===== src/fpr_pkg.sv =====
package fpr_pkg;

    localparam int MAX_PAGES_DEF    = 16;
    localparam int PAGE_ID_BITS_DEF = 16;
    localparam int LIMIT_RESET      = 4;

    localparam logic [2:0] ADDR_LIMIT = 3'd0;

    typedef enum logic [0:0] {
        ST_IDLE,
        ST_LOOKUP
    } fpr_state_t;

    typedef struct packed {
        logic capture;
        logic commit;
    } fpr_cmd_t;

    typedef struct packed {
        logic out_free;
    } fpr_status_t;

endpackage


===== src/fpr_ctrl.sv =====
module fpr_ctrl
    import fpr_pkg::*;
(
    input  logic        clk,
    input  logic        rst_n,
    input  logic        in_valid,
    output logic        in_stall,
    input  fpr_status_t status,
    output fpr_cmd_t    cmd
);

    fpr_state_t state_reg;
    fpr_state_t state_next;

    always_ff @(posedge clk or negedge rst_n)
    begin
        if (!rst_n)
        begin
            state_reg <= ST_IDLE;
        end
        else
        begin
            state_reg <= state_next;
        end
    end

    always_comb
    begin
        state_next = state_reg;
        case (state_reg)
            ST_IDLE:
            begin
                if (in_valid)
                begin
                    state_next = ST_LOOKUP;
                end
            end
            ST_LOOKUP:
            begin
                if (status.out_free)
                begin
                    state_next = ST_IDLE;
                end
            end
            default:
            begin
                state_next = ST_IDLE;
            end
        endcase
    end

    always_comb
    begin
        in_stall    = 1'b1;
        cmd.capture = 1'b0;
        cmd.commit  = 1'b0;
        case (state_reg)
            ST_IDLE:
            begin
                in_stall    = 1'b0;
                cmd.capture = in_valid;
            end
            ST_LOOKUP:
            begin
                cmd.commit = status.out_free;
            end
            default:
            begin
                in_stall = 1'b1;
            end
        endcase
    end

endmodule


===== src/fpr_datapath.sv =====
module fpr_datapath
    import fpr_pkg::*;
#(
    parameter int MAX_PAGES    = MAX_PAGES_DEF,
    parameter int PAGE_ID_BITS = PAGE_ID_BITS_DEF,
    parameter int SLOT_W       = (MAX_PAGES > 1) ? $clog2(MAX_PAGES) : 1,
    parameter int COUNT_W      = $clog2(MAX_PAGES + 1)
)
(
    input  logic                    clk,
    input  logic                    rst_n,
    input  fpr_cmd_t                cmd,
    output fpr_status_t             status,
    input  logic [PAGE_ID_BITS-1:0] page_number,
    input  logic                    cfg_write,
    input  logic [COUNT_W-1:0]      cfg_value,
    output logic [COUNT_W-1:0]      limit,
    output logic                    out_valid,
    input  logic                    out_stall,
    output logic                    hit,
    output logic                    evicted,
    output logic [PAGE_ID_BITS-1:0] evicted_page,
    output logic [SLOT_W-1:0]       filled_slot,
    output logic [COUNT_W-1:0]      resident_count
);

    localparam int LIMIT_INIT = (LIMIT_RESET > MAX_PAGES) ? MAX_PAGES : LIMIT_RESET;
    localparam logic [SLOT_W-1:0]  LAST_SLOT = SLOT_W'(MAX_PAGES - 1);
    localparam logic [COUNT_W:0]   DEPTH_EXT = (COUNT_W + 1)'(MAX_PAGES);

    logic [PAGE_ID_BITS-1:0] slot_page_reg [MAX_PAGES];
    logic [MAX_PAGES-1:0]    slot_valid_reg;
    logic [MAX_PAGES-1:0]    slot_valid_next;
    logic [SLOT_W-1:0]       oldest_reg;
    logic [SLOT_W-1:0]       oldest_next;
    logic [COUNT_W-1:0]      count_reg;
    logic [COUNT_W-1:0]      count_next;
    logic [COUNT_W-1:0]      limit_reg;
    logic [COUNT_W-1:0]      limit_next;
    logic [PAGE_ID_BITS-1:0] page_reg;

    logic                    out_valid_reg;
    logic                    out_hit_reg;
    logic                    out_evicted_reg;
    logic [PAGE_ID_BITS-1:0] out_evicted_page_reg;
    logic [SLOT_W-1:0]       out_slot_reg;
    logic [COUNT_W-1:0]      out_count_reg;

    logic [MAX_PAGES-1:0]    match;
    logic                    lookup_hit;
    logic [SLOT_W-1:0]       hit_slot;
    logic                    do_evict;
    logic [COUNT_W-1:0]      count_mid;
    logic [COUNT_W:0]        slot_sum;
    logic [SLOT_W-1:0]       write_slot;
    logic [SLOT_W-1:0]       result_slot;
    logic [COUNT_W-1:0]      sat_value;

    always_comb
    begin
        for (int i = 0; i < MAX_PAGES; i++)
        begin
            match[i] = slot_valid_reg[i] && (slot_page_reg[i] == page_reg);
        end
    end

    always_comb
    begin
        lookup_hit = |match;
        hit_slot   = '0;
        for (int i = MAX_PAGES - 1; i >= 0; i--)
        begin
            if (match[i])
            begin
                hit_slot = SLOT_W'(i);
            end
        end
    end

    always_comb
    begin
        do_evict    = !lookup_hit && (count_reg >= limit_reg) && (count_reg != '0);
        oldest_next = oldest_reg;
        count_mid   = count_reg;
        if (do_evict)
        begin
            oldest_next = (oldest_reg == LAST_SLOT) ? '0 : oldest_reg + 1'b1;
            count_mid   = count_reg - 1'b1;
        end
        slot_sum = {{(COUNT_W + 1 - SLOT_W){1'b0}}, oldest_next} + {1'b0, count_mid};
        if (slot_sum >= DEPTH_EXT)
        begin
            slot_sum = slot_sum - DEPTH_EXT;
        end
        write_slot  = slot_sum[SLOT_W-1:0];
        result_slot = lookup_hit ? hit_slot : write_slot;
        count_next  = lookup_hit ? count_reg : count_mid + 1'b1;
        slot_valid_next = slot_valid_reg;
        if (!lookup_hit)
        begin
            if (do_evict)
            begin
                slot_valid_next[oldest_reg] = 1'b0;
            end
            slot_valid_next[write_slot] = 1'b1;
        end
    end

    always_comb
    begin
        sat_value = cfg_value;
        if (cfg_value == '0)
        begin
            sat_value = COUNT_W'(1);
        end
        else if (cfg_value > COUNT_W'(MAX_PAGES))
        begin
            sat_value = COUNT_W'(MAX_PAGES);
        end
        limit_next = limit_reg;
        if (cfg_write && (count_reg == '0))
        begin
            limit_next = sat_value;
        end
    end

    always_ff @(posedge clk or negedge rst_n)
    begin
        if (!rst_n)
        begin
            slot_valid_reg <= '0;
            oldest_reg     <= '0;
            count_reg      <= '0;
            limit_reg      <= COUNT_W'(LIMIT_INIT);
            out_valid_reg  <= 1'b0;
        end
        else
        begin
            limit_reg <= limit_next;
            if (cmd.commit)
            begin
                slot_valid_reg <= slot_valid_next;
                oldest_reg     <= lookup_hit ? oldest_reg : oldest_next;
                count_reg      <= count_next;
                out_valid_reg  <= 1'b1;
            end
            else if (!out_stall)
            begin
                out_valid_reg <= 1'b0;
            end
        end
    end

    always_ff @(posedge clk)
    begin
        if (cmd.capture)
        begin
            page_reg <= page_number;
        end
        if (cmd.commit)
        begin
            if (!lookup_hit)
            begin
                slot_page_reg[write_slot] <= page_reg;
            end
            out_hit_reg          <= lookup_hit;
            out_evicted_reg      <= do_evict;
            out_evicted_page_reg <= do_evict ? slot_page_reg[oldest_reg] : '0;
            out_slot_reg         <= result_slot;
            out_count_reg        <= count_next;
        end
    end

    assign status.out_free = !out_valid_reg || !out_stall;
    assign limit           = limit_reg;
    assign out_valid       = out_valid_reg;
    assign hit             = out_hit_reg;
    assign evicted         = out_evicted_reg;
    assign evicted_page    = out_evicted_page_reg;
    assign filled_slot     = out_slot_reg;
    assign resident_count  = out_count_reg;

    assert property (@(posedge clk) disable iff (!rst_n)
        cmd.commit |-> (!out_valid_reg || !out_stall))
        else $error("result overwritten while still waiting");

    assert property (@(posedge clk) disable iff (!rst_n)
        cmd.commit |=> out_valid_reg)
        else $error("committed result not presented");

    assert property (@(posedge clk) disable iff (!rst_n)
        count_reg <= limit_reg)
        else $error("resident count above limit");

    assert property (@(posedge clk) disable iff (!rst_n)
        (out_valid_reg && out_evicted_reg) |-> !out_hit_reg)
        else $error("eviction reported on a hit");

    assert property (@(posedge clk) disable iff (!rst_n)
        $countones(slot_valid_reg) == int'(count_reg))
        else $error("valid bits disagree with resident count");

endmodule


===== src/fifo_page_replacement.sv =====
// FIFO page replacement table. Each input word carries one page reference; each
// reference yields exactly one output word with the hit flag, the eviction flag and
// evicted page, the slot that holds the page and the resident count afterwards. The
// lookup compares all slots at once. A reference is first captured in the page
// register, then looked up and the table updated once the output register is
// free; the input is stalled from capture until that update. A finished word waits
// in the output register without blocking the next capture. The table is empty after
// reset. resident_limit sits at byte address 0, is saturated to the range 1 to
// MAX_PAGES, and is written only while no page is resident.
module fifo_page_replacement
    import fpr_pkg::*;
#(
    parameter int MAX_PAGES    = MAX_PAGES_DEF,
    parameter int PAGE_ID_BITS = PAGE_ID_BITS_DEF,
    parameter int SLOT_W       = (MAX_PAGES > 1) ? $clog2(MAX_PAGES) : 1,
    parameter int COUNT_W      = $clog2(MAX_PAGES + 1)
)
(
    input  logic                    clk,
    input  logic                    rst_n,
    input  logic                    psel,
    input  logic                    penable,
    input  logic                    pwrite,
    input  logic [2:0]              paddr,
    input  logic [31:0]             pwdata,
    output logic [31:0]             prdata,
    output logic                    pready,
    input  logic                    in_valid,
    output logic                    in_stall,
    input  logic [PAGE_ID_BITS-1:0] page_number,
    output logic                    out_valid,
    input  logic                    out_stall,
    output logic                    hit,
    output logic                    evicted,
    output logic [PAGE_ID_BITS-1:0] evicted_page,
    output logic [SLOT_W-1:0]       filled_slot,
    output logic [COUNT_W-1:0]      resident_count
);

    fpr_cmd_t           cmd;
    fpr_status_t        status;
    logic               cfg_write;
    logic [COUNT_W-1:0] limit;

    assign pready    = 1'b1;
    assign cfg_write = psel && penable && pwrite && (paddr == ADDR_LIMIT);
    assign prdata    = (paddr == ADDR_LIMIT) ? 32'(limit) : '0;

    fpr_ctrl u_ctrl (
        .clk      (clk),
        .rst_n    (rst_n),
        .in_valid (in_valid),
        .in_stall (in_stall),
        .status   (status),
        .cmd      (cmd)
    );

    fpr_datapath #(
        .MAX_PAGES    (MAX_PAGES),
        .PAGE_ID_BITS (PAGE_ID_BITS),
        .SLOT_W       (SLOT_W),
        .COUNT_W      (COUNT_W)
    ) u_datapath (
        .clk            (clk),
        .rst_n          (rst_n),
        .cmd            (cmd),
        .status         (status),
        .page_number    (page_number),
        .cfg_write      (cfg_write),
        .cfg_value      (pwdata[COUNT_W-1:0]),
        .limit          (limit),
        .out_valid      (out_valid),
        .out_stall      (out_stall),
        .hit            (hit),
        .evicted        (evicted),
        .evicted_page   (evicted_page),
        .filled_slot    (filled_slot),
        .resident_count (resident_count)
    );

endmodule

===== config.mk =====
export PLATFORM = sky130hd
export DESIGN_NAME = fifo_page_replacement
export DESIGN_NICKNAME = d
export VERILOG_FILES = /design/src/fpr_pkg.sv /design/src/fpr_ctrl.sv /design/src/fpr_datapath.sv /design/src/fifo_page_replacement.sv
export SDC_FILE = /design/constraint.sdc
export NUM_CORES = 1
export LEC_CHECK = 0
export BUFFER_PORTS_ARGS = -buffer_cell sky130_fd_sc_hd__buf_2
export CORE_MARGIN = 8
export CORE_UTILIZATION = 55
export DETAILED_ROUTE_END_ITERATION = 10
export PLACE_DENSITY = 0.73
export SYNTH_ARGS = -nofsm -noshare
export SYNTH_HDL_FRONTEND = slang
export SYNTH_SLANG_ARGS = --single-unit

===== constraint.sdc =====
create_clock -name clk -period 5.6 [get_ports clk]
set_input_delay 0.56 -clock clk [delete_from_list [all_inputs] [get_ports clk]]
set_output_delay 0.56 -clock clk [all_outputs]
set_load 0.01 [all_outputs]

-- Yosys cells after proc, flatten, opt, wreduce, memory -nomap -nowiden
Memory sizes are Yosys's and may differ from the RTL's. A register that Yosys moved wholly into a read port is not among the register bits.
Cells that the tools add are included.
- memories kept: 1
- register bits: 59
- RAM bits: 256
- logic and storage cells: 124
- input port bits: 58
- output and inout bits: 62
- $lt $le $gt $ge: 7
- reductions and logical operators: 35
- mux-type cells: 42
- equal/unequal tests: 18
- bitwise logic cells: 5
- add/sub/neg operators: 5
- memory list (memory ; words ; width ; rd ports ; clocked after memory_dff ; write ports ; RTL line ; RTL):
    u_datapath.slot_page_reg ; 16 ; 16 ; 17 ; 1 ; 1 ; fpr_datapath.sv:31 ; logic [PAGE_ID_BITS-1:0] slot_page_reg [MAX_PAGES];
- operator list (operator ; number):
    == test 16 bit ; 16
    two-way mux 4 bit ; 20
    two-way mux 16 bit ; 2
    two-way mux 5 bit ; 5
    logical AND 1 bit ; 24
    bitwise AND 16 bit ; 1
    inverter 16 bit ; 1
    bitwise OR 16 bit ; 1
    OR reduction 16 bit ; 1
    two-way mux 1 bit ; 12
    logical NOT 5 bit ; 2
    less-than comparator 4 x 5 -> 1 bit, second input constant ; 2
    demux 1 bit (select 4 bit) ; 2
    greater-or-equal comparator 4 x 1 -> 1 bit, second input constant ; 2
    adder 4 x 5 -> 6 bit ; 1
    greater-or-equal comparator 6 x 5 -> 1 bit, second input constant ; 1
    adder 5 x 1 -> 5 bit, second input constant ; 1
    greater-or-equal comparator 5 bit ; 1
    > comparator 5 bit, second input constant ; 1
    nonzero test 5 bit ; 1
    subtractor 5 x 1 -> 5 bit, second input constant ; 1
    adder 4 x 1 -> 4 bit, second input constant ; 1
    == test 4 bit, second input constant ; 1
    logical NOT 1 bit ; 4
    other kinds (7) ; 8

-- Depth between registers and ports, before layout
An unclocked memory read counts as a cell.
- word-level depth: 20
- depth in mapped cells: 23
- gate-level depth less buffers: 19

-- Hierarchy
A second synthesis with hierarchy kept.
- cell total of the unflattened synthesis: 1156
- area total of the unflattened synthesis: 16903.7 um2
- modules (own cells, without submodules) (module ; area each (um2) ; cells an instance ; instances ; seq. area each (um2)):
    fpr_datapath ; 16577.1 ; 1114 ; 1 ; 9755.6
    fifo_page_replacement ; 274.0 ; 37 ; 1 ; 0.0
    fpr_ctrl ; 52.6 ; 5 ; 1 ; 25.0

-- Worst setup path before layout
OpenSTA, ideal clock, no wires.
- path kind: reg-to-reg
- start point: reg u_datapath.count_reg[0]
- end point: mem u_datapath.slot_page_reg[3][0] (netlist name), enable pin
- data required time: 5.212 ns
- setup time: 0.388 ns
- buffers on the path: 3
- clock period less this slack: 5.323 ns
- stages on the path, launching flop included: 23
- slack: 0.277 ns
- arrival: 4.934 ns
- path through: dfrtp_1 > clkbuf_1 > inv_1 > ha_1 > nand2b_1 > a21o_1 > a21oi_1 > o21ai_0 > and2_1 > clkbuf_1 > nand3_2 > mux2i_1 > inv_1 > ha_1 > a21o_1 > a21oi_1 > xor2_1 > or2_2 > a32o_2 > o211ai_4 > or3_1 > buf_6 > nor2_1
- word-level cells in the longest chain between the ends: 7
- elaborated cells between the ends (all ways): 11
- those cells by class: 3 x add/sub; 2 x order compare; 3 x mux; 3 x reduce/logical
- ends and longest elaborated chain (item ; RTL line ; RTL):
    from (decl) ; fpr_datapath.sv:36 ; logic [COUNT_W-1:0] count_reg;
    from (signal assigned) ; fpr_datapath.sv:144 ; count_reg <= count_next;
    greater-or-equal comparator 5 bit ; fpr_datapath.sv:82 ; do_evict = !lookup_hit && (count_reg >= limit_reg) && (count_reg != '0);
    logical AND 1 bit ; fpr_datapath.sv:82 ;
    logical AND 1 bit * ; fpr_datapath.sv:82 ;
    two-way mux 4 bit * ; fpr_datapath.sv:85 ; if (do_evict)
    named net u_datapath.oldest_next[1] ; fpr_datapath.sv:35 ; logic [SLOT_W-1:0] oldest_next;
    adder 4 x 5 -> 6 bit * ; fpr_datapath.sv:90 ; slot_sum = {{(COUNT_W + 1 - SLOT_W){1'b0}}, oldest_next} + {1'b0, count_mid};
    greater-or-equal comparator 6 x 5 -> 1 bit / subtractor 4 x 1 -> 4 bit (equally long branches) ; fpr_datapath.sv:91, fpr_datapath.sv:93 ;
    two-way mux 4 bit * ; fpr_datapath.sv:91 ; if (slot_sum >= DEPTH_EXT)
    to (decl) ; fpr_datapath.sv:31 ;
Mark *: on every way through the listed nets, which the timed path passes. The rest lies on a longest branch.

-- Worst setup path after layout
- start point: reg u_datapath.page_reg[1]
- end point: mem u_datapath.slot_page_reg[2][10] (netlist name), enable pin
- word-level cells in the longest chain between the ends: 10
- elaborated cells between the ends (all ways): 45
- those cells by class: 2 x add/sub; 1 x order compare; 16 x eq/ne; 6 x mux; 20 x reduce/logical
- ends and longest elaborated chain (item ; RTL line ; RTL):
    from (decl) ; fpr_datapath.sv:40 ; logic [PAGE_ID_BITS-1:0] page_reg;
    from (signal assigned) ; fpr_datapath.sv:158 ; page_reg <= page_number;
    == test 16 bit ; fpr_datapath.sv:63 ; match[i] = slot_valid_reg[i] && (slot_page_reg[i] == page_reg);
    logical AND 1 bit ; fpr_datapath.sv:63 ;
    OR reduction 16 bit * ; fpr_datapath.sv:69 ; lookup_hit = |match;
    logical NOT 1 bit * ; fpr_datapath.sv:82 ;
    logical AND 1 bit * (2 in a row) ; fpr_datapath.sv:82 ;
    two-way mux 4 bit * ; fpr_datapath.sv:85 ;
    named net u_datapath.oldest_next[1] ; fpr_datapath.sv:35 ;
    adder 4 x 5 -> 6 bit * ; fpr_datapath.sv:90 ;
    greater-or-equal comparator 6 x 5 -> 1 bit / subtractor 4 x 1 -> 4 bit (equally long branches) ; fpr_datapath.sv:91, fpr_datapath.sv:93 ;
    two-way mux 4 bit * ; fpr_datapath.sv:91 ;
Marks and branches as above.

==> impl_metrics.csv <==
group,metric,value,unit
cells_and_area,layout-drive-gt1-share,20.8,%
cells_and_area,stdcell_count,1771,
clock_network,clk_pin_slew,0.06,ns
pwr,p_leak,6.60,nW
synth,synth_top_area_share,50.5,%
clock_network,cts_buffer_depth,3,
grt,grt_use_total,24.2,%
grt,antenna_found_initial,2,
cells_and_area,largest_reg_flops,256,
detailed_routing,viasPerCell,6.27,
detailed_routing,dr.pass1.iters,5,
placement,placedInstanceArea,0.0185,sq mm
synth,synth.distinct_cells,63,
timing,rsz0062_at_grt,"no",
critical_path,start_kind,"flip-flop",
synth,ys.flop_type,"edfxtp_1",
clock_network,cts_num_sinks,331,
pwr,p_seq_share,36.2,%
synth,synth_warnings,0,
cells_and_area,n_fill_cell,2418,
synth,synth_seq_cells,331,
pwr,ir_worst_vdd,312,uV
timing,holdWs,0.135,ns
timing,tightest_slew,1.14,ns
cells_and_area,nNetsFinal,1408,
detailed_routing,routed_wl,46700,um
timing,period_share,94.7,%
floorplan,io_pins,120,
critical_path,path_max_fanout,32,
critical_path,critPathTopFamily,"simple AND/OR/NAND/NOR gates",
timing,maxSlewViolCount,0,
detailed_routing,ant_nets,0,
grt,gr-total-overflow,0,
cells_and_area,area_growth_syn_to_layout,10.9,%
clock_network,htree_levels,2,
grt,grt_pass1_vias,10787,
floorplan,die_height,196,um
pwr,power_density,564,mW/mm^2
clock_network,cts_buffers,36,
cells_and_area,diodes,0,
detailed_routing,num_vias,11105,
synth,ys_async_sr_fraction,9.67,%
synth,synth_enable_flop_cells,299,
critical_path,slowest_stage,"or4_1",
pwr,sw_frac_of_total,37.6,%
worst_hold_path,hp-class,"in -> async",
floorplan,start_util,55.2,%
critical_path,required,5.82,ns
synth,synthTopCellsByCount,"299 x edfxtp_1, 220 x xnor2_1, 80 x mux4_2",
critical_path,reg2reg_to,"u_datapath.slot_page_reg[2][10]",
critical_path,arrival,5.52,ns
clock_network,cts_tree,"built",
pwr,pwr-share-comb,42.1,%
synth,synth_largest_area_cell,"edfxtp_1",
synth,synthCells,1244,
job,cap_violations,0,
placement,post-dp-hpwl,33900,um
pwr,netSwitchingPower,4.18,mW
placement,dp.cells,1702,
timing,setup_viol,0,
cells_and_area,final_util,61.2,%
critical_path,cp.buffers_inverters,3,
critical_path,worstSetupPathType,"reg -> reg",
floorplan,rows,66,
critical_path,max_stage_delay,0.54,ns
timing,slew_headroom,24.2,%
synth,ys_top_cells_by_area,"edfxtp_1 50%, xnor2_1 11%, mux4_2 10%",
floorplan,coreArea,0.0322,sq mm
floorplan,die-area,0.0383,sq mm
clock_network,clock_latency,0.53,ns
outcome,status,"complete, no violations",
grt,grt_pass1_wl,69700,um
clock_network,cts_root_buf,"clkbuf_16",
pwr,p_int,6.94,mW
grt,grt_max_degree,60,
pwr,clkPwrFrac,21.8,%
synth,seq_area_frac_synth,55.0,%
timing,hold_violations,0,
detailed_routing,drc,0,
critical_path,r2r_slack,0.30,ns
critical_path,r2r-start,"u_datapath.page_reg[1]",
critical_path,rr_worst_depth,19,
critical_path,crit_chain,"buf_4, xnor2_1, nand4_1, or4_1, o22ai_2, nor4_4, nand3_2, mux2i_1, inv_1, ha_1, a21o_1, a21oi_1, xor2_1, or2_2, a32o_2, o211ai_4, or3_1, nor2_1, buf_12",
placement,port_buffers,64,
detailed_routing,wl_per_cell,26.4,um
synth,synth_area,0.0178,sq mm
timing,fin_crit,5.30,ns
placement,gp_congestion,0.975,
detailed_routing,drtIter0Drc,1186,
timing,clock_skew,0.0200,ns
floorplan,dieWidth,196,um
timing,max_freq,189,MHz
synth,yosysMostFrequentCell,"edfxtp_1",
timing,tns,0,ns
cells_and_area,final_cell_area,0.0197,sq mm
synth,avgSynthCellArea,14.3,sq um
critical_path,cp-end-kind,"flip-flop",
==> worst max path at each step <==
stage	startpoint	to	slack [ns]	cells after the start
CTS	u_datapath.page_reg[0]	u_datapath.slot_page_reg[2][5]	0.23	19
global placement	u_datapath.page_reg[0]	u_datapath.slot_page_reg[6][15]	0.31	19
floorplan	u_datapath.count_reg[0]	u_datapath.slot_page_reg[3][0]	0.28	22
finish	u_datapath.page_reg[1]	u_datapath.slot_page_reg[2][10]	0.30	19
global route	u_datapath.page_reg[3]	u_datapath.slot_page_reg[6][15]	0.02	19
detailed placement	u_datapath.page_reg[0]	u_datapath.slot_page_reg[2][10]	0.26	19
==> metal layers <==
layer	part of all wire (%)	wire [um]	up-vias	GRT usage, %
met3	8.4	3910	103	3.91
met2	47	21900	570	38.9
met5	0.058	27	-	0
met1	41	18900	5559	33.1
met4	4.1	1930	4	8.67
li1	-	-	4869	-
==> final cells by class <==
class,instances,area [sq um],area share (%)
clock buffer,43,958,4.86
clock inverter,23,246,1.25
inverter,20,75.1,0.381
multi-input combinational,825,7240,36.7
sequential,331,9790,49.6
tap,408,510,2.59
timing repair buffer,121,893,4.53
==> layout by cell type (no fill, tap or decap), types with 5 or more instances in the layout <==
cell type	count
buf_12	11
clkbuf_1	5
clkinv_2	5
o21ai_0	16
dfrtp_1	29
buf_2	64
a21oi_1	7
clkinv_1	9
edfxtp_1	299
xnor2_1	220
xor2_1	54
nand3_1	34
o22ai_1	5
or2_2	8
nor2_1	42
nor3_1	18
nor3b_1	13
and3_1	13
clkbuf_16	37
nand2_1	42
or2_1	7
or3_1	5
ha_1	14
inv_1	19
buf_4	44
nor2b_1	19
nor4b_1	10
mux4_2	80
conb_1	28
nand2b_1	7
bufinv_16	5
o2bb2ai_1	14
a31oi_1	5
nand4_1	74
and4_1	31
and2_1	8
==> power by group through the flow <==
stage / registers [mW] / logic, mW / clock network, mW
2_1_floorplan: 3.99 / 3.13 / 0
3_3_place_gp: 4.03 / 4.58 / 0
3_5_place_dp: 4.06 / 4.61 / 0
4_1_cts: 4.02 / 4.64 / 2.45
5_1_grt: 4.08 / 4.95 / 2.55
6_report: 4.02 / 4.68 / 2.42
==> per-stage QoR <==
step / setup WS (ns) / total power [mW]
detailed placement: 0.261 / 8.67
global placement: 0.308 / 8.61
floorplan: 0.277 / 7.12
global route: 0.0177 / 11.6
CTS: 0.227 / 11.1
finish: 0.297 / 11.1
==> kinds of logic after synthesis <==
logic type	share of synthesized area (%)
adder cells (fa/ha/maj)	1.10
flip-flops	55.0
AO/OA/AOI/OAI	3.02
other	0.0422
XOR/XNOR	13.5
AND/OR/NAND/NOR	12.0
multiplexers	10.4
buffers and inverters	4.89
==> repair_timing <==
| item | CTS | global route |
|---|---|---|
| setup buffers | 0 | 3 |
| hold buffers | 0 | 0 |
| endpoints found under the setup margin | 0 | 187 |
| gates resized for setup | 0 | 4 |
(Power assumes the default switching activity.)
